**config.mk**
```make
export PLATFORM = sky130hd
export DESIGN_NAME = decimating_history_buffer
export DESIGN_NICKNAME = d
export VERILOG_FILES = /design/src/hdl/dhb_pkg.sv /design/src/hdl/decimating_history_buffer.sv
export SDC_FILE = /design/constraint.sdc
export NUM_CORES = 1
export LEC_CHECK = 0
export BUFFER_PORTS_ARGS = -buffer_cell sky130_fd_sc_hd__buf_2
export CAP_MARGIN = 20
export CORE_MARGIN = 5
export CORE_UTILIZATION = 60
export CTS_BUF_LIST = sky130_fd_sc_hd__clkbuf_4
export DETAILED_ROUTE_END_ITERATION = 6
export PLACE_DENSITY = 0.75
export RECOVER_POWER = 25
export SLEW_MARGIN = 20
export SYNTH_ARGS = -nofsm -noshare
export SYNTH_HDL_FRONTEND = slang
export SYNTH_SLANG_ARGS = --single-unit
```
**constraint.sdc**
```tcl
create_clock -name clock -period 6.4 [get_ports clock]
set_input_delay 0.32 -clock clock [delete_from_list [all_inputs] [get_ports clock]]
set_output_delay 0.32 -clock clock [all_outputs]
set_load 0.01 [all_outputs]
```
**src/hdl/dhb_pkg.sv**
```systemverilog
// Package with the constants, payload types and helpers of the decimating history buffer.
package dhb_pkg;

   // Store geometry.
   localparam int DEPTH_C = 16;
   localparam int IDX_W   = $clog2(DEPTH_C);
   localparam int CNT_W   = $clog2(DEPTH_C + 1);
   localparam int DATA_W  = 32;

   // Decimation step register.
   localparam int STEP_W = 5;
   localparam logic [STEP_W-1:0] STEP_MIN   = STEP_W'(2);
   localparam logic [STEP_W-1:0] STEP_RESET = STEP_W'(2);

   // The source index can run one full step past the end of the store.
   localparam int SRC_W = $clog2(DEPTH_C + (1 << STEP_W));

   // Item function codes.
   localparam logic FUNC_PUT  = 1'b0;
   localparam logic FUNC_READ = 1'b1;

   // One input item.
   typedef struct packed {
      logic                     func;
      logic signed [DATA_W-1:0] sample;
      logic [3:0]               read_index;
   } req_type;

   // One result item.
   typedef struct packed {
      logic signed [DATA_W-1:0] read_data;
      logic [4:0]               write_position;
      logic [4:0]               kept_prefix;
      logic                     did_compact;
   } rsp_type;

   // Effective decimation step: values below the minimum act as the minimum.
   function automatic logic [STEP_W-1:0] step_value(input logic [STEP_W-1:0] raw);
      return (raw < STEP_MIN) ? STEP_MIN : raw;
   endfunction

endpackage

```
**src/hdl/decimating_history_buffer.sv**
```systemverilog
// Top level of the decimating history buffer: sample store, compaction sequencer and ports.
//
// The block keeps the last samples in a 16-entry store that never overflows. A put with room
// left writes the store at its transfer and then loads the result register in the done state.
// A read starts the registered read port of the store at its transfer and loads the result
// from it in the done state. A put that finds the store full first compacts it in place: the
// sequencer walks every entry from the compressed prefix to the end of the store with a read
// state and a write state per entry, and a second pass from entry 0 follows when the kept run
// reaches the end. One item is in work at a time. The result register lets the next item be
// taken while a result still waits, and a finished item holds the block while the previous
// result has not yet left. The user must write the decimation step through the csr port only
// while the block is idle; the block itself does not enforce this. 0 and 1 act as 2.
module decimating_history_buffer (
   input  logic                          clock,
   input  logic                          reset,
   // Input items.
   input  logic                          req_valid,
   output logic                          req_ready,
   input  dhb_pkg::req_type              req_data,
   // Results.
   output logic                          rsp_valid,
   input  logic                          rsp_ready,
   output dhb_pkg::rsp_type              rsp_data,
   // Decimation step register.
   input  logic                          csr_valid,
   output logic                          csr_ready,
   input  logic [dhb_pkg::STEP_W-1:0]    csr_data
);
   import dhb_pkg::*;

   // Sequencer states, one-hot.
   typedef enum logic [4:0] {
      S_IDLE = 5'b00001,
      S_CRD  = 5'b00010,
      S_CWR  = 5'b00100,
      S_PUT  = 5'b01000,
      S_DONE = 5'b10000
   } state_type;

   state_type             state_ff, state_in;
   req_type               item_ff, item_in;
   rsp_type               rsp_ff, rsp_in;
   logic                  rsp_valid_ff, rsp_valid_in;
   logic [STEP_W-1:0]     csr_ff;
   logic [STEP_W-1:0]     step_eff;
   logic [CNT_W-1:0]      wp_ff, wp_in;
   logic [CNT_W-1:0]      prefix_ff, prefix_in;
   logic [CNT_W-1:0]      kept_ff, kept_in;
   logic [CNT_W-1:0]      kept_next;
   logic [CNT_W-1:0]      start_pos;
   logic [IDX_W-1:0]      idx_ff, idx_in;
   logic [SRC_W-1:0]      src_ff, src_in;
   logic                  src_ok_ff, src_ok_in;
   logic                  pass_ff, pass_in;
   logic                  compact_ff, compact_in;

   // Memory port signals.
   logic [DATA_W-1:0]     store [DEPTH_C];
   logic [DEPTH_C-1:0]    written_ff;
   logic                  mem_we;
   logic [IDX_W-1:0]      mem_waddr;
   logic [DATA_W-1:0]     mem_wdata;
   logic                  mem_re;
   logic [IDX_W-1:0]      mem_raddr;
   logic [DATA_W-1:0]     rd_raw_ff;
   logic                  rd_ok_ff;
   logic [DATA_W-1:0]     rd_val;

   // Handshake outputs.
   assign req_ready = (state_ff == S_IDLE);
   assign rsp_valid = rsp_valid_ff;
   assign rsp_data  = rsp_ff;
   assign csr_ready = 1'b1;

   // Step register.
   always_ff @(posedge clock) begin
      if (reset) begin
         csr_ff <= STEP_RESET;
      end else if (csr_valid && csr_ready) begin
         csr_ff <= csr_data;
      end
   end

   assign step_eff = step_value(csr_ff);

   // An entry that was never written since reset reads as zero.
   assign rd_val = rd_ok_ff ? rd_raw_ff : '0;

   // Compaction starts after the prefix, or from entry 0 once the prefix fills the store.
   assign start_pos = (prefix_ff >= CNT_W'(DEPTH_C)) ? '0 : prefix_ff;
   assign kept_next = kept_ff + CNT_W'(src_ok_ff);

   // Sequencer and memory port control.
   always_comb begin
      state_in     = state_ff;
      item_in      = item_ff;
      rsp_in       = rsp_ff;
      rsp_valid_in = rsp_valid_ff && !rsp_ready;
      wp_in        = wp_ff;
      prefix_in    = prefix_ff;
      kept_in      = kept_ff;
      idx_in       = idx_ff;
      src_in       = src_ff;
      src_ok_in    = src_ok_ff;
      pass_in      = pass_ff;
      compact_in   = compact_ff;
      mem_we       = 1'b0;
      mem_waddr    = idx_ff;
      mem_wdata    = '0;
      mem_re       = 1'b0;
      mem_raddr    = src_ff[IDX_W-1:0];

      case (state_ff)
         S_IDLE: begin
            if (req_valid) begin
               item_in    = req_data;
               compact_in = 1'b0;
               if (req_data.func == FUNC_READ) begin
                  // Read: the data comes back from the store next cycle.
                  mem_re    = 1'b1;
                  mem_raddr = req_data.read_index[IDX_W-1:0];
                  state_in  = S_DONE;
               end else if (wp_ff < CNT_W'(DEPTH_C)) begin
                  // Put with room left: one write.
                  mem_we    = 1'b1;
                  mem_waddr = wp_ff[IDX_W-1:0];
                  mem_wdata = req_data.sample;
                  wp_in     = wp_ff + CNT_W'(1);
                  state_in  = S_DONE;
               end else begin
                  // Put into a full store: compact first.
                  idx_in     = start_pos[IDX_W-1:0];
                  src_in     = SRC_W'(start_pos);
                  kept_in    = start_pos;
                  pass_in    = 1'b0;
                  compact_in = 1'b1;
                  state_in   = S_CRD;
               end
            end
         end

         S_CRD: begin
            // Fetch the next kept sample, if the source is still inside the store.
            src_ok_in = (src_ff < SRC_W'(DEPTH_C));
            mem_re    = src_ok_in;
            state_in  = S_CWR;
         end

         S_CWR: begin
            // Move the kept sample down, or zero the freed tail. The source index
            // never falls behind the destination, so no read sees an earlier write.
            mem_we    = 1'b1;
            mem_waddr = idx_ff;
            mem_wdata = src_ok_ff ? rd_val : '0;
            kept_in   = kept_next;
            if (src_ok_ff) begin
               src_in = src_ff + SRC_W'(step_eff);
            end
            if (idx_ff == IDX_W'(DEPTH_C - 1)) begin
               if ((kept_next == CNT_W'(DEPTH_C)) && !pass_ff) begin
                  // No free slot left: one more pass from entry 0.
                  idx_in   = '0;
                  src_in   = '0;
                  kept_in  = '0;
                  pass_in  = 1'b1;
                  state_in = S_CRD;
               end else begin
                  prefix_in = kept_next;
                  wp_in     = kept_next;
                  state_in  = S_PUT;
               end
            end else begin
               idx_in   = idx_ff + IDX_W'(1);
               state_in = S_CRD;
            end
         end

         S_PUT: begin
            // Write the sample right after the kept run.
            if (wp_ff < CNT_W'(DEPTH_C)) begin
               mem_we    = 1'b1;
               mem_waddr = wp_ff[IDX_W-1:0];
               mem_wdata = item_ff.sample;
               wp_in     = wp_ff + CNT_W'(1);
            end
            state_in = S_DONE;
         end

         S_DONE: begin
            // Load the result register once it is free or being drained.
            if (!rsp_valid_ff || rsp_ready) begin
               rsp_valid_in          = 1'b1;
               rsp_in.read_data      = (item_ff.func == FUNC_READ) ? rd_val : item_ff.sample;
               rsp_in.write_position = wp_ff;
               rsp_in.kept_prefix    = prefix_ff;
               rsp_in.did_compact    = compact_ff;
               state_in              = S_IDLE;
            end
         end

         default: begin
            state_in = S_IDLE;
         end
      endcase
   end

   // Control registers.
   always_ff @(posedge clock) begin
      if (reset) begin
         state_ff     <= S_IDLE;
         rsp_valid_ff <= 1'b0;
         wp_ff        <= '0;
         prefix_ff    <= '0;
         pass_ff      <= 1'b0;
         written_ff   <= '0;
         rd_ok_ff     <= 1'b0;
      end else begin
         state_ff     <= state_in;
         rsp_valid_ff <= rsp_valid_in;
         wp_ff        <= wp_in;
         prefix_ff    <= prefix_in;
         pass_ff      <= pass_in;
         if (mem_we) begin
            written_ff[mem_waddr] <= 1'b1;
         end
         if (mem_re) begin
            rd_ok_ff <= written_ff[mem_raddr];
         end
      end
   end

   // Payload and walk registers.
   always_ff @(posedge clock) begin
      item_ff    <= item_in;
      rsp_ff     <= rsp_in;
      kept_ff    <= kept_in;
      idx_ff     <= idx_in;
      src_ff     <= src_in;
      src_ok_ff  <= src_ok_in;
      compact_ff <= compact_in;
   end

   // Sample store with a registered read port.
   always_ff @(posedge clock) begin
      if (mem_we) begin
         store[mem_waddr] <= mem_wdata;
      end
      if (mem_re) begin
         rd_raw_ff <= store[mem_raddr];
      end
   end

`ifndef SYNTHESIS
   // The write position never runs past the end of the store.
   assert property (@(posedge clock) disable iff (reset) wp_ff <= CNT_W'(DEPTH_C))
      else $error("write position beyond the store");

   // The compressed prefix never lies beyond the write position.
   assert property (@(posedge clock) disable iff (reset) prefix_ff <= wp_ff)
      else $error("prefix beyond the write position");

   // A compacting put lands right after the kept run.
   assert property (@(posedge clock) disable iff (reset)
      (rsp_valid_ff && rsp_ff.did_compact) |->
         (rsp_ff.write_position == rsp_ff.kept_prefix + 5'd1))
      else $error("compacting put not written after the kept run");

   // An accepted item always leaves the idle state.
   assert property (@(posedge clock) disable iff (reset)
      (req_valid && req_ready) |=> (state_ff != S_IDLE))
      else $error("accepted item not taken into work");
`endif

endmodule

```
==> summary.md <==
| Metric | Value |
|---|---|
| First-pass GRT wire length | `approximately 110000 um` |
| DRT iter0 DRCs | `around 2400` |
| Post-synth EDFFs | `about 640` |
| Core area | `around 0.046 mm2` |
| Post-synthesis instance area | `around 0.028 mm2` |
| Vias in the first global route | `around 19000` |
| FFs w/ async S/R, synth | `0%` |
| Crit path required time | `~7.3 ns` |
| Post CTS Setup Buffer Count | `0` |
| Cts repair resizes | `0` |
| Number of remaining DRC errors | `0` |
| Initial core utilization | `60.8%` |
| Violated checks | `max-capacitance violations, max-slew violations` |
| # rows | `78` |
| Tcrit/Tclk final | `76.1%` |
| CP startpoint kind | `register` |
| Slew margin rel. | `-136%` |
| Post-detail-place hpwl | `42000 um` |
| Syn Inst Count | `between 1500 and 2000` |
| Sequential element share of the synthesized area | `approximately 72%` |
| FMAX | `205 MHz` |
| Final Core Density | `between 70 and 80%` |
| Clock transition at path regs | `0.07 ns` |
| Arrival time worst endpoint | `around 5.7 ns` |
| Final Wtd Congestion | `0.887` |
| Finished Layout Cells | `roughly 3000` |
| RSZ-0062 raised after global routing | `false` |
| Drt total wl | `75200 um` |
| Tightest Pin Transition | `approximately 3.5 ns` |
| Die area | `0.0506 mm2` |
| Hold WC Path Type | `primary input to register` |
| All-Layer GR Usage | `between 20% and 30%` |
| Layout cell share with drive strength beyond 1 | `17.8%` |
| CTS tree | `built` |
| # clock sinks | `just under 700` |
| Net Count, Synth | `2016` |
| Adder-Cell Fraction of Synth Area | `0.479%` |
| Static leakage | `11.1 nW` |
| DR vias/cell | `between 6 and 7` |
| Hold Vio Cnt, Final | `0` |
| Worst VDD drop | `a little over 0.2 mV` |
| Pin count of the biggest net entering global routing | `approximately 80` |
| Dominant synthesized flop cell | `edfxtp_1` |
| Max-cap violation count | `5` |
| Chip Width | `around 220 um` |
| Global route overflow | `0` |
| Placed instance count | `2560` |
| #FFs+latches synth | `between 600 and 700` |
| H-tree Lvls | `4` |
| Port bufs | `between 90 and 100` |
| Simple-gate share of the synthesized area | `9.03%` |
| Slew Viols, Final | `between 150 and 200` |
| Final Cell Area | `approximately 0.032 mm2` |
| CP max FO | `34` |
| Crit end category | `register` |
| CTS buffer count | `around 170` |
| WL per Instance | `~26 um` |
| Commonest non-fill, non-tap cell in the layout | `edfxtp_1` |
| Pwr Density | `about 300 mW/mm2` |
| Vert. Die Dim | `around 220 um` |
| Setup-failing EPs final | `0` |
| First-pass detailed-route iteration total | `6` |
| Layout area overhead | `15.3%` |
| Antenna viol nets, final | `0` |
| Outcome | `finished with violations` |
| Final setup TNS | `0 ns` |
| Synth Area in Compound Gates | `between 10% and 20%` |
| CP Class | `register to register` |
| Main combinational cell family by area after synthesis | `compound AO/OA/AOI/OAI gates` |
| Vias | `about 19000` |
| Synth cell types | `73` |
| Yosys warns | `0` |
| Clk buf depth | `3` |
| Later-pin clock latency in the skew report | `about 1.0 ns` |
| # nets final | `2265` |
| # IOs | `93` |
| Synth Area in XOR/XNOR | `less than 1%` |
| PnR Total Power | `slightly below 10 mW` |
| CTS root buf | `clkbuf_4` |
| Mux cell area share after synthesis | `approximately 2.3%` |
| Dpl cell area | `approximately 0.029 mm2` |
| Tmin final | `roughly 4.9 ns` |
| Worst Clk Skew | `between 0.05 and 0.06 ns` |
| Initial antenna violation count | `2` |
| Post-CTS Hold Fix Bufs | `between 70 and 80` |
| Synthesized area per cell | `around 14 um2` |
| Most frequent cells in the layout | `edfxtp_1 (637), clkbuf_4 (255), nand2_1 (225)` |
## layout make-up
cell class,count,area (um2)
multi-input combinational,1089,7320
fill,3017,13600
clock buffer,253,1900
tap,600,751
sequential,676,19900
clock inverter,43,339
timing repair buffer,223,1530
antenna,4,10.0
inverter,51,191
## path summary, 6_finish.rpt
path	end	slack (ns)	from	cells past startpoint
hold / removal	item_ff[23]$_DFFE_PP_	0.1	req_data[23]	2
setup / recovery	rd_ok_ff$_SDFFE_PP0P_	1.53	state_ff[1]$_SDFFE_PP0P_	7
hold reg to reg	rsp_data[0]$_DFFE_PP_	0.43	compact_ff$_SDFFCE_PP0P_	0
setup reg to reg	rd_ok_ff$_SDFFE_PP0P_	1.53	state_ff[1]$_SDFFE_PP0P_	7
## metal layers
layer	vias to the layer above	wire, um	GRT usage (%)
li1	8295	-	-
met1	9339	29200	41.0
met2	1235	35100	45.6
met3	171	8730	8.65
met4	0	2230	10.8
met5	-	0	0
## critical path: stages, from the launching register on
cell	delay [ns]
dfxtp_1	0.39
nor4_4	0.71
nand2_1	0.58
o31ai_4	0.16
clkbuf_1	2.25
inv_1	0.08
a2111oi_0	0.38
a311oi_1	0.14
## where the power goes
part	leakage (nW)	internal [mW]	switching, mW
registers	6.21	4.99	0.0474
logic	3.53	0.264	0.608
clock network	1.32	2.04	1.71
total	11.1	7.29	2.36
## state kept, by name, indices dropped and copies added, names as in the netlist, 4 cells and up
register and cells:
item_ff 33, state_ff 5, kept_ff 5, csr_ff 5, prefix_ff 5, rd_raw_ff 32
idx_ff 4, written_ff 16, rsp_data 43, src_ff 6, store 512, wp_ff 5
## cell usage after synthesis, types with 3 or more instances
| cell | instances | share of area [%] |
|---|---|---|
| clkbuf_1 | 93 | 1.3 |
| a221o_1 | 13 | 0.47 |
| a31oi_1 | 29 | 0.65 |
| nand2b_1 | 4 | 0.090 |
| o21ai_0 | 74 | 1.3 |
| a2111oi_1 | 9 | 0.33 |
| xor2_1 | 4 | 0.13 |
| a221oi_1 | 19 | 0.60 |
| a21o_1 | 4 | 0.11 |
| or3_1 | 4 | 0.090 |
| a211o_1 | 3 | 0.095 |
| buf_2 | 31 | 0.56 |
| nand4_1 | 5 | 0.11 |
| a2111oi_0 | 6 | 0.19 |
| edfxtp_1 | 637 | 69 |
| mux2i_1 | 60 | 2.2 |
| a311oi_1 | 36 | 1.1 |
| xnor2_1 | 6 | 0.19 |
| and3_1 | 131 | 3.0 |
| buf_1 | 6 | 0.081 |
| o221ai_1 | 32 | 1.0 |
| a22oi_1 | 17 | 0.46 |
| a22o_1 | 18 | 0.57 |
| nand3_1 | 47 | 0.85 |
| a21oi_1 | 58 | 1.0 |
| nor2_1 | 64 | 0.87 |
| nor3_1 | 9 | 0.16 |
| a211oi_1 | 128 | 3.5 |
| mux2_2 | 3 | 0.12 |
| inv_1 | 50 | 0.68 |
| buf_6 | 8 | 0.33 |
| a211oi_2 | 9 | 0.41 |
| ha_1 | 9 | 0.41 |
| and2_1 | 6 | 0.14 |
| buf_4 | 3 | 0.081 |
| o21ai_4 | 3 | 0.18 |
| o31ai_1 | 8 | 0.22 |
| nand2_1 | 226 | 3.1 |
| nor2b_1 | 4 | 0.090 |
| dfxtp_1 | 39 | 2.8 |
| o21ba_2 | 4 | 0.14 |
## logic make-up (layout without fill, tap and decap cells)
group / Yosys count / in the layout
AO/OA/AOI/OAI: 488 / 488
XOR/XNOR: 10 / 10
adder cells (fa/ha/maj): 10 / 10
buffers and inverters: 194 / 570
flip-flops: 676 / 676
multiplexers: 63 / 63
other: 1 / 5
AND/OR/NAND/NOR: 517 / 517
## through the flow
step / hold WS, ns / worst slack, ns
global placement: 0.407 / 2.53
CTS: 0.00443 / 2.33
detailed placement: 0.412 / 2.32
global route: 0.0305 / 1.21
finish: 0.0973 / 1.53
floorplan: 0.400 / 2.42
Note: power is estimated with default switching activity, not from simulation.
